`src/hdl/vtbt_pkg.sv`:
```
// Shared types, constants and helpers of the volume table block translator.
package vtbt_pkg;

    localparam int unsigned SECTORS_PER_CYLINDER = 64;
    localparam int unsigned VOLUME_SLOTS         = 8;
    localparam int unsigned CYLINDERS            = 1024;

    localparam int unsigned SLOT_W   = (VOLUME_SLOTS > 1) ? $clog2(VOLUME_SLOTS) : 1;
    localparam int unsigned DISK_W   = $clog2(CYLINDERS * SECTORS_PER_CYLINDER + 1);
    localparam int unsigned LIN_W    = ((DISK_W > 18) ? DISK_W : 18) + 1;
    localparam logic [LIN_W-1:0] DISK_SECTORS = LIN_W'(CYLINDERS * SECTORS_PER_CYLINDER);

    // request kinds
    localparam logic [1:0] K_CREATE    = 2'd0;
    localparam logic [1:0] K_DELETE    = 2'd1;
    localparam logic [1:0] K_TRANSLATE = 2'd2;

    // volume types
    localparam logic [1:0] VT_NONE = 2'd0;

    // status codes
    localparam logic [2:0] ST_OK      = 3'd0;
    localparam logic [2:0] ST_FULL    = 3'd1;
    localparam logic [2:0] ST_OVERLAP = 3'd2;
    localparam logic [2:0] ST_BAD     = 3'd3;
    localparam logic [2:0] ST_NOVOL   = 3'd4;
    localparam logic [2:0] ST_RANGE   = 3'd5;

    // request held steady for the whole pass along the chain
    typedef struct packed {
        logic [1:0]       kind;
        logic [2:0]       vol;
        logic [LIN_W-1:0] lin_s;
        logic [LIN_W-1:0] lin_e;
        logic [15:0]      blk;
    } t_req;

    // token that walks the chain, gathering the answer
    typedef struct packed {
        logic              valid;
        logic              overlap;
        logic              free_found;
        logic [SLOT_W-1:0] free_slot;
        logic              hit;
        logic              range_bad;
        logic [9:0]        ocyl;
        logic [5:0]        osec;
    } t_tok;

    // table write broadcast at the end of a successful create
    typedef struct packed {
        logic              en;
        logic [SLOT_W-1:0] slot;
        logic [9:0]        cyl;
        logic [5:0]        sec;
        logic [16:0]       len;
        logic [1:0]        vtype;
    } t_wr;

    function automatic logic [LIN_W-1:0] lin_addr(input logic [9:0] cyl,
                                                  input logic [5:0] sec);
        lin_addr = LIN_W'(LIN_W'(cyl) * LIN_W'(SECTORS_PER_CYLINDER)) + LIN_W'(sec);
    endfunction

endpackage

```
`src/hdl/vtbt_cell.sv`:
```
// One table cell: holds a volume entry and refines the passing token.
module vtbt_cell
    import vtbt_pkg::*;
(
    input  logic              i_clk,
    input  logic              i_rst_n,
    input  logic [SLOT_W-1:0] i_idx,
    input  t_req              i_req,
    input  t_wr               i_wr,
    input  t_tok              i_tok,
    output t_tok              o_tok
);

    logic [9:0]       r_cyl;
    logic [5:0]       r_sec;
    logic [16:0]      r_len;
    logic [1:0]       r_type;
    t_tok             r_tok;
    t_tok             n_tok;
    logic [LIN_W-1:0] w_vs;
    logic [LIN_W-1:0] w_ve;
    logic [16:0]      w_lin;
    logic             w_match;
    logic             w_used;

    assign w_vs    = lin_addr(r_cyl, r_sec);
    assign w_ve    = w_vs + LIN_W'(r_len);
    assign w_lin   = 17'(r_sec) + 17'(i_req.blk);
    assign w_match = (32'(i_req.vol) == 32'(i_idx));
    assign w_used  = (r_type != VT_NONE);

    always_comb begin
        n_tok = i_tok;
        if (i_tok.valid) begin
            case (i_req.kind)
                K_CREATE: begin
                    if (w_used && (i_req.lin_s < w_ve) && (w_vs < i_req.lin_e)) begin
                        n_tok.overlap = 1'b1;
                    end
                    if (!w_used && !i_tok.free_found) begin
                        n_tok.free_found = 1'b1;
                        n_tok.free_slot  = i_idx;
                    end
                end
                K_TRANSLATE: begin
                    if (w_match && w_used) begin
                        n_tok.hit       = 1'b1;
                        n_tok.range_bad = (17'(i_req.blk) >= r_len);
                        n_tok.ocyl      = 10'(32'(r_cyl) + (w_lin / SECTORS_PER_CYLINDER));
                        n_tok.osec      = 6'(w_lin % SECTORS_PER_CYLINDER);
                    end
                end
                default: begin
                end
            endcase
        end
    end

    always_ff @(posedge i_clk) begin
        if (!i_rst_n) begin
            r_type      <= VT_NONE;
            r_tok.valid <= 1'b0;
        end else begin
            r_tok <= n_tok;
            if (i_wr.en && (i_wr.slot == i_idx)) begin
                r_type <= i_wr.vtype;
            end else if (i_tok.valid && (i_req.kind == K_DELETE) && w_match) begin
                r_type <= VT_NONE;
            end
        end
    end

    // entry payload needs no reset: it is only read while the type is in use
    always_ff @(posedge i_clk) begin
        if (i_wr.en && (i_wr.slot == i_idx)) begin
            r_cyl <= i_wr.cyl;
            r_sec <= i_wr.sec;
            r_len <= i_wr.len;
        end
    end

    assign o_tok = r_tok;

endmodule

```
`src/hdl/volume_table_block_translator_core.sv`:
```
// Top level of the volume table block translator: request control and cell chain.
//
// Usage
//   Input channel: i_valid / o_stall with fields i_kind, i_volume, i_start_cylinder,
//   i_start_sector, i_length, i_volume_type and i_block. A transaction is taken at
//   a rising edge where i_valid is high and o_stall is low.
//   Output channel: o_valid / i_stall with o_status, o_slot, o_cylinder, o_sector.
//   Every input transaction yields exactly one output transaction.
//   Timing: a request walks a token through one cell per table slot, one cell a
//   cycle; its result is registered first in a pending result stage and then in
//   the output register that drives o_valid. One request is in flight at a time;
//   the next is taken once the previous result has left the pending stage.
//   Creates commit to the table in the cycle the token leaves the last cell.
//   Reset (synchronous, active low) empties every slot and drops any pending work.
//   A stalled receiver holds the output register; the block then finishes the
//   request in flight, holds its result, and stalls the input until it drains.
module volume_table_block_translator_core
    import vtbt_pkg::*;
(
    input  logic        i_clk,
    input  logic        i_rst_n,
    input  logic        i_valid,
    output logic        o_stall,
    input  logic [1:0]  i_kind,
    input  logic [2:0]  i_volume,
    input  logic [9:0]  i_start_cylinder,
    input  logic [5:0]  i_start_sector,
    input  logic [16:0] i_length,
    input  logic [1:0]  i_volume_type,
    input  logic [15:0] i_block,
    output logic        o_valid,
    input  logic        i_stall,
    output logic [2:0]  o_status,
    output logic [2:0]  o_slot,
    output logic [9:0]  o_cylinder,
    output logic [5:0]  o_sector
);

    localparam logic [1:0] S_IDLE = 2'd0;
    localparam logic [1:0] S_RUN  = 2'd1;
    localparam logic [1:0] S_POST = 2'd2;

    logic [1:0]        r_state;
    logic [1:0]        n_state;
    logic              r_launch;
    t_req              r_req;
    logic              r_bad;
    logic [9:0]        r_cyl;
    logic [5:0]        r_sec;
    logic [16:0]       r_len;
    logic [1:0]        r_type;
    logic [2:0]        r_res_status;
    logic [2:0]        r_res_slot;
    logic [9:0]        r_res_cyl;
    logic [5:0]        r_res_sec;
    logic              r_out_valid;
    logic [2:0]        r_out_status;
    logic [2:0]        r_out_slot;
    logic [9:0]        r_out_cyl;
    logic [5:0]        r_out_sec;

    logic              w_in_acc;
    logic              w_out_load;
    logic [LIN_W-1:0]  w_s;
    logic [LIN_W-1:0]  w_e;
    logic              w_bad;
    t_tok              w_tok [0:VOLUME_SLOTS];
    logic [VOLUME_SLOTS:0] w_tok_valid;
    t_tok              w_last;
    logic              w_exit;
    logic              w_vol_out;
    logic [2:0]        n_status;
    logic [2:0]        n_slot;
    logic [9:0]        n_cyl;
    logic [5:0]        n_sec;
    t_wr               w_wr;

    // Accept only between requests; the result stage is decoupled below.
    assign o_stall  = (r_state != S_IDLE);
    assign w_in_acc = i_valid && !o_stall;

    // Create sanity checks on the raw request, registered with it.
    assign w_s   = lin_addr(i_start_cylinder, i_start_sector);
    assign w_e   = w_s + LIN_W'(i_length);
    assign w_bad = (i_volume_type == VT_NONE)
                || ((i_start_cylinder == 10'd0) && (i_start_sector == 6'd0))
                || (32'(i_start_sector) >= SECTORS_PER_CYLINDER)
                || (i_length == 17'd0)
                || (w_e > DISK_SECTORS);

    // Launch token: a fresh, empty answer entering the first cell.
    always_comb begin
        w_tok[0]       = '0;
        w_tok[0].valid = r_launch;
    end

    genvar g;
    generate
        for (g = 0; g < VOLUME_SLOTS; g++) begin : g_cell
            vtbt_cell u_cell (
                .i_clk   (i_clk),
                .i_rst_n (i_rst_n),
                .i_idx   (SLOT_W'(g)),
                .i_req   (r_req),
                .i_wr    (w_wr),
                .i_tok   (w_tok[g]),
                .o_tok   (w_tok[g+1])
            );
        end
        for (g = 0; g <= VOLUME_SLOTS; g++) begin : g_valid
            assign w_tok_valid[g] = w_tok[g].valid;
        end
    endgenerate

    assign w_last    = w_tok[VOLUME_SLOTS];
    assign w_exit    = w_last.valid && (r_state == S_RUN);
    assign w_vol_out = (32'(r_req.vol) >= VOLUME_SLOTS);

    // Resolve the answer once the token leaves the last cell.
    always_comb begin
        n_status = ST_BAD;
        n_slot   = 3'd0;
        n_cyl    = 10'd0;
        n_sec    = 6'd0;
        case (r_req.kind)
            K_CREATE: begin
                if (r_bad) begin
                    n_status = ST_BAD;
                end else if (w_last.overlap) begin
                    n_status = ST_OVERLAP;
                end else if (!w_last.free_found) begin
                    n_status = ST_FULL;
                end else begin
                    n_status = ST_OK;
                    n_slot   = 3'(w_last.free_slot);
                end
            end
            K_DELETE: begin
                n_status = w_vol_out ? ST_NOVOL : ST_OK;
            end
            K_TRANSLATE: begin
                if (w_vol_out || !w_last.hit) begin
                    n_status = ST_NOVOL;
                end else if (w_last.range_bad) begin
                    n_status = ST_RANGE;
                end else begin
                    n_status = ST_OK;
                    n_cyl    = w_last.ocyl;
                    n_sec    = w_last.osec;
                end
            end
            default: begin
                n_status = ST_BAD;
            end
        endcase
    end

    // Commit a successful create into the first free slot.
    always_comb begin
        w_wr.en    = w_exit && (r_req.kind == K_CREATE) && !r_bad
                     && !w_last.overlap && w_last.free_found;
        w_wr.slot  = w_last.free_slot;
        w_wr.cyl   = r_cyl;
        w_wr.sec   = r_sec;
        w_wr.len   = r_len;
        w_wr.vtype = r_type;
    end

    assign w_out_load = (r_state == S_POST) && (!r_out_valid || !i_stall);

    always_comb begin
        n_state = r_state;
        unique case (r_state)
            S_IDLE: if (w_in_acc) n_state = S_RUN;
            S_RUN:  if (w_exit) n_state = S_POST;
            S_POST: if (w_out_load) n_state = S_IDLE;
            default: n_state = S_IDLE;
        endcase
    end

    always_ff @(posedge i_clk) begin
        if (!i_rst_n) begin
            r_state     <= S_IDLE;
            r_launch    <= 1'b0;
            r_out_valid <= 1'b0;
        end else begin
            r_state  <= n_state;
            r_launch <= w_in_acc;
            if (w_out_load) begin
                r_out_valid <= 1'b1;
            end else if (!i_stall) begin
                r_out_valid <= 1'b0;
            end
        end
    end

    // Hold the request for the pass; capture the answer; load the output.
    always_ff @(posedge i_clk) begin
        if (w_in_acc) begin
            r_req.kind  <= i_kind;
            r_req.vol   <= i_volume;
            r_req.lin_s <= w_s;
            r_req.lin_e <= w_e;
            r_req.blk   <= i_block;
            r_bad       <= w_bad;
            r_cyl       <= i_start_cylinder;
            r_sec       <= i_start_sector;
            r_len       <= i_length;
            r_type      <= i_volume_type;
        end
        if (w_exit) begin
            r_res_status <= n_status;
            r_res_slot   <= n_slot;
            r_res_cyl    <= n_cyl;
            r_res_sec    <= n_sec;
        end
        if (w_out_load) begin
            r_out_status <= r_res_status;
            r_out_slot   <= r_res_slot;
            r_out_cyl    <= r_res_cyl;
            r_out_sec    <= r_res_sec;
        end
    end

    assign o_valid    = r_out_valid;
    assign o_status   = r_out_status;
    assign o_slot     = r_out_slot;
    assign o_cylinder = r_out_cyl;
    assign o_sector   = r_out_sec;

`ifndef SYNTHESIS
    a_token_exit: assert property (@(posedge i_clk) disable iff (!i_rst_n)
        w_in_acc |-> ##(VOLUME_SLOTS + 1) w_last.valid)
        else $error("token did not leave the chain on time");

    a_one_token: assert property (@(posedge i_clk) disable iff (!i_rst_n)
        $onehot0(w_tok_valid))
        else $error("more than one token in the chain");

    a_idle_empty: assert property (@(posedge i_clk) disable iff (!i_rst_n)
        (r_state == S_IDLE) |-> (w_tok_valid == '0))
        else $error("token in the chain while idle");

    a_commit_run: assert property (@(posedge i_clk) disable iff (!i_rst_n)
        w_wr.en |=> (r_state == S_POST))
        else $error("table write outside the end of a pass");
`endif

endmodule
```
`config.mk`:
```
export PLATFORM = sky130hd
export DESIGN_NAME = volume_table_block_translator_core
export DESIGN_NICKNAME = d
export VERILOG_FILES = /design/src/hdl/vtbt_pkg.sv /design/src/hdl/vtbt_cell.sv /design/src/hdl/volume_table_block_translator_core.sv
export SDC_FILE = /design/constraint.sdc
export NUM_CORES = 2
export LEC_CHECK = 0
export BUFFER_PORTS_ARGS = -buffer_cell sky130_fd_sc_hd__buf_2
export CAP_MARGIN = 10
export CORE_AREA = 2 2 396 398
export CTS_BUF_LIST = sky130_fd_sc_hd__clkbuf_4
export CTS_CLUSTER_SIZE = 25
export DETAILED_ROUTE_END_ITERATION = 16
export DIE_AREA = 0 0 398 400
export GPL_TIMING_DRIVEN = 1
export SLEW_MARGIN = 25
export SYNTH_ARGS = -nofsm -noshare
export SYNTH_HDL_FRONTEND = slang
export SYNTH_SLANG_ARGS = --single-unit
```
`constraint.sdc`:
```
create_clock -name i_clk -period 6.8 [get_ports i_clk]
set_input_delay 1.7 -clock i_clk [delete_from_list [all_inputs] [get_ports i_clk]]
set_output_delay 1.7 -clock i_clk [all_outputs]
set_load 0.05 [all_outputs]
```
# == Yosys cells after proc, flatten, opt, wreduce, memory -nomap -nowiden ==
# Cells that the tools add are included.
# classes
n_reduce_logical,117
shifts,0
multipliers,0
order_cmp,25
eq_ne,22
bitwise,4
add_sub_neg,34
div_mod_pow,0
n_mux,73
# op_table
cell,count
19-bit less-than comparator,16
18-bit 2-to-1 mux,15
23-bit 2-to-1 mux,7
16-bit by 6-bit adder with 17-bit output,9
19-bit by 17-bit adder with 19-bit output,8
16-bit by 17-bit greater-or-equal comparator with 1-bit output,8
6-bit by 16-bit adder with 16-bit output,8
10-bit adder,8
1-bit logical AND,63
2-bit 2-to-1 mux,21
5-bit 2-to-1 mux,7
2-bit nonzero test,17
4-bit 2-to-1 mux,8
"3-bit == test, second input constant",8
1-bit zero test,19
17-bit by 17-bit adder with 18-bit output,1
"18-bit by 17-bit greater-than comparator with 1-bit output, second input constant",1
17-bit zero test,1
"3-bit by 2-bit == test with 1-bit output, second input constant",4
1-bit 2-to-1 mux,11
10-bit zero test,1
3-bit one-hot mux with 3 select lines,1
"3-bit by 1-bit == test with 1-bit output, second input constant",2
2-bit zero test,3
14 further kinds,28
# totals
mem_bits_rw,0
latchBits,0
regBits,615
memories,0
input_bits,60
elab_cells,392
romBits,0
output_inout_bits,24

# == Logic depth before layout (Yosys ltp) ==
# depth
word_depth,8
mapped_depth,20
mapped_depth_nobuf,20

# == Modules after synthesis ==
# From an unflattened synthesis, not the netlist that was laid out.
# hier_totals
cells_unflattened,4188
hier_area_um2,43650.6
# by_module_without_submodules
mod,instances,area_per_inst_um2,cells_per_inst
vtbt_cell at g_cell[1].u_cell ...,4,4794.6,479
vtbt_cell at g_cell[0].u_cell ...,2,4815.9,484
volume_table_block_translator_core,1,5081.1,331
vtbt_cell at g_cell[7].u_cell,1,4884.7,499
vtbt_cell at g_cell[3].u_cell,1,4874.7,474

# == Least setup slack after synthesis ==
# OpenSTA, ideal clock, no wires.
# synth_timing
path_kind,reg2reg
from,register r_req[57] in the netlist's numbering
to,register g_cell[0].u_cell.r_type[0]
path_slack_ns,1.356
arrival_ns,5.327
setup_time_ns,0.118
synth_period_minus_slack_ns,5.444
path_buffers,0
required_time_ns,6.682
path_stages_with_launch,7
path_cell_list,edfxtp_1 > nor2_1 > nand3_1 > or2_2 > nor4_1 > o21ai_0 > and2_1
# synth_between
elab_chain_len,7
# synth_rtl
item,line,rtl
from (decl),volume_table_block_translator_core.sv:46,t_req r_req;
2-bit zero test,volume_table_block_translator_core.sv:160,w_wr.en = w_exit && (r_req.kind == K_CREATE) && !r_bad
1-bit logical AND (2 in series),volume_table_block_translator_core.sv:160,
1-bit logical AND (2 in series),volume_table_block_translator_core.sv:161,&& !w_last.overlap && w_last.free_found;
1-bit logical AND,vtbt_cell.sv:65,if (i_wr.en && (i_wr.slot == i_idx)) begin
2-bit 2-to-1 mux or 2-bit nonzero test (tied branches),n/a,
to (signal assigned),vtbt_cell.sv:66,r_type <= i_wr.vtype;
to (decl),vtbt_cell.sv:17,logic [1:0] r_type;
# Parallel ways exist; a longest one is shown, timed or not.
# A chain may end at the register's enable or synchronous reset.

==> flow_metrics.tcl <==
set metrics [dict create \
    final_nets 4652 \
    cp_cell_sequence "ha_1 > fa_1 > a21oi_1 > o21bai_1 > a21o_1 > a21oi_1 > nor2_1 > xor2_1 > ha_1 > a21oi_1 > o21ai_0 > o41ai_1 > xor2_1 > o21ai_0" \
    timing_hold_violations_final 0 \
    rows 145 \
    netlist.area_leader.share 0.420 \
    avgViaCountPerCell 4.87 \
    outcome "finished clean" \
    drive_above_1_share 0.115 \
    hold_path_class "reg2reg" \
    io_pins 84 \
    startpoint_type "register" \
    ys_ff_latch 588 \
    core_area_sq_um 155000 \
    synth_area_sq_um 40000 \
    area_delta_synth_final_pct 13.4 \
    tritoncts "built" \
    grt_max_degree 110 \
    cap_violations 0 \
    grt.total_usage 0.148 \
    avgSynthCellArea_sq_um 10.9 \
    die_area_sq_um 159000 \
    fin_skew_ns 0.0937 \
    slowest_delay_ns 0.67 \
    slowest_stage "edfxtp_1" \
    path_max_fanout 9 \
    period_minus_slack_ns 4.90 \
    first_pass_iters 5 \
    report.final.slew_viol_count 0 \
    drtAntennaViolNets 0 \
    ys_warn_count 0 \
    route.detailed.drc 0 \
    insertion_delay_ns 1.14 \
    cts-root-buf "clkbuf_4" \
    setup_viol 0 \
    port_buffers 83 \
    synth_common_cells "ha_1 (632), edfxtp_1 (560), a21oi_1 (256)" \
    crit_type "reg2reg" \
    hold_ws_ns 0.411 \
    worst_pin_slew_ns 1.04 \
    wl_per_cell_um 19.4 \
    drtIter0Drc 2032 \
    end_kind "register" \
    ys_seq_area_frac 0.434 \
    hpwl_um 90700 \
    gp_congestion 0.883 \
    clock_sinks 588 \
    worst_path_most_repeated_cell "a21oi_1" \
    synth_cell_types 75 \
    arrival_ns 5.76 \
    clk_path_buf_depth 3 \
    cp_data_required_time_ns 7.65 \
    synth_fp_nets 4404 \
    start_util 0.258 \
    antenna_found_initial 9 \
    cts-resized-gates 0 \
    synthArstFlopShare 0 \
    postCtsHoldBufs 0 \
    ys.flop_type "edfxtp_1" \
    wl_um 118000 \
    netlist_instances 3687 \
    numCtsBuffers 163 \
    ir_worst_vdd_uv 115 \
    synth_edf_count 560 \
    post-synth-top-area-cell "edfxtp_1" \
    grt-ovfl-total 0 \
    h-tree-depth 4 \
    max_slew_margin 0.304 \
    finalSetupTns_ns 0 \
    cts_setup_buffers 0 \
    die_w_um 398 \
    grt_pass1_vias 30500 \
    die_height_um 400 \
    vias 29700 \
    max_freq_mhz 204 \
    clkTransAtPathRegs_ns 0.08 \
    yosys-top-cells-area "edfxtp_1 (42%), ha_1 (20%), xor2_1 (3.3%), a21oi_1 (3.2%), o21ai_0 (3.1%)" \
    rsz0062_at_grt "no" \
    finalCritPeriodShare 0.721 \
    power_leakage_uw 0.0189 \
    powerDensity_nw_per_um2 186 \
    yosysMostFrequentCell "ha_1" \
    grt_first_pass_wirelength_um 178000 \
]
worst max-delay path, delay by kind of cell, from the launching register on:
family                   cells  cell delay (ns)
AO/OA/AOI/OAI                8             2.41
adder cells (fa/ha/maj)      3             1.10
flip-flops                   1             0.67
XOR/XNOR                     2             0.30
AND/OR/NAND/NOR              1             0.12
path summary, 6_finish.rpt:
check                             startpoint  cells after the start  slack, ns                          to
worst max-delay path                r_req[0]                     14       1.90  g_cell[6].u_cell.o_tok[13]
worst min-delay path            r_res_sec[4]                      0       0.41                 o_sector[4]
worst max register to register      r_req[0]                     14       1.90  g_cell[6].u_cell.o_tok[13]
worst min register to register  r_res_sec[4]                      0       0.41                 o_sector[4]
report_power, final:
part	internal [uW]	switching [uW]
clock	1690	1650
combinational	361	604
sequential	4060	80.8
total	6120	2330
logic make-up (layout without fill, tap and decap cells):
family / after synthesis / count (layout) / synth area share
and+or+nand+nor: 924 / 924 / 0.113
AOI/OAI and AO/OA: 918 / 918 / 0.144
adders and majority gates: 657 / 657 / 0.210
DFF: 588 / 588 / 0.434
xor gates and xnor gates: 293 / 293 / 0.0641
buffers and inverters: 275 / 638 / 0.0259
muxes: 32 / 32 / 0.00891
other: 0 / 5 / 0
cell usage in the layout (no fill, tap or decap), types with 28 or more instances in the layout:
cell type and instances:
o21bai_1 45, a21o_1 138, xnor2_1 141, clkbuf_4 234, a21oi_1 255, and2_1 49, nor2b_1 47, nand2_1 247
edfxtp_1 560, dfxtp_1 28, buf_2 82, mux2_2 29, nand4_1 32, xor2_1 152, nor3_1 62, buf_4 51
ha_1 632, nand2b_1 70, inv_1 222, o21a_1 41, o21ai_0 249, nand3_1 80, nor2_1 206
flip-flops by register name, summed over array words and instances, names as in the netlist, 10 cells and up:
| register | flops |
|---|---|
| g_cell.u_cell.o_tok | 185 |
| g_cell.u_cell.r_cyl | 80 |
| g_cell.u_cell.r_len | 136 |
| g_cell.u_cell.r_sec | 48 |
| g_cell.u_cell.r_type | 16 |
| o_cylinder | 10 |
| r_cyl | 10 |
| r_len | 17 |
| r_req | 40 |
| r_res_cyl | 10 |
layout make-up:
cell class	instances	area, sq um
tap	2058	2570
clock inverter	46	287
fill	16000	110000
sequential	588	17400
clock buffer	234	1760
antenna	5	12.5
timing repair buffer	136	848
inverter	222	833
multi-input combinational	2824	21700
per-layer routing:
layer	vias up	GRT usage	routed length, um
met5	-	0	13
met4	2	0.0529	2960
met3	199	0.0251	7800
met2	935	0.245	54600
met1	14300	0.195	52900
li1	14300	-	-
per-stage QoR:
stage	setup slack (ns)	total power [uW]	area, sq um	std cells	util
floorplan	1.36	4790	40000	3687	-
global route	1.60	8860	45400	6112	0.292
finish	1.90	8450	45400	6113	0.292
global placement	2.04	5150	43300	5827	0.279
CTS	1.94	8560	45300	6107	0.292
detailed placement	2.01	5180	43300	5827	0.279
No activity file was read; power rests on OpenSTA's default activity.
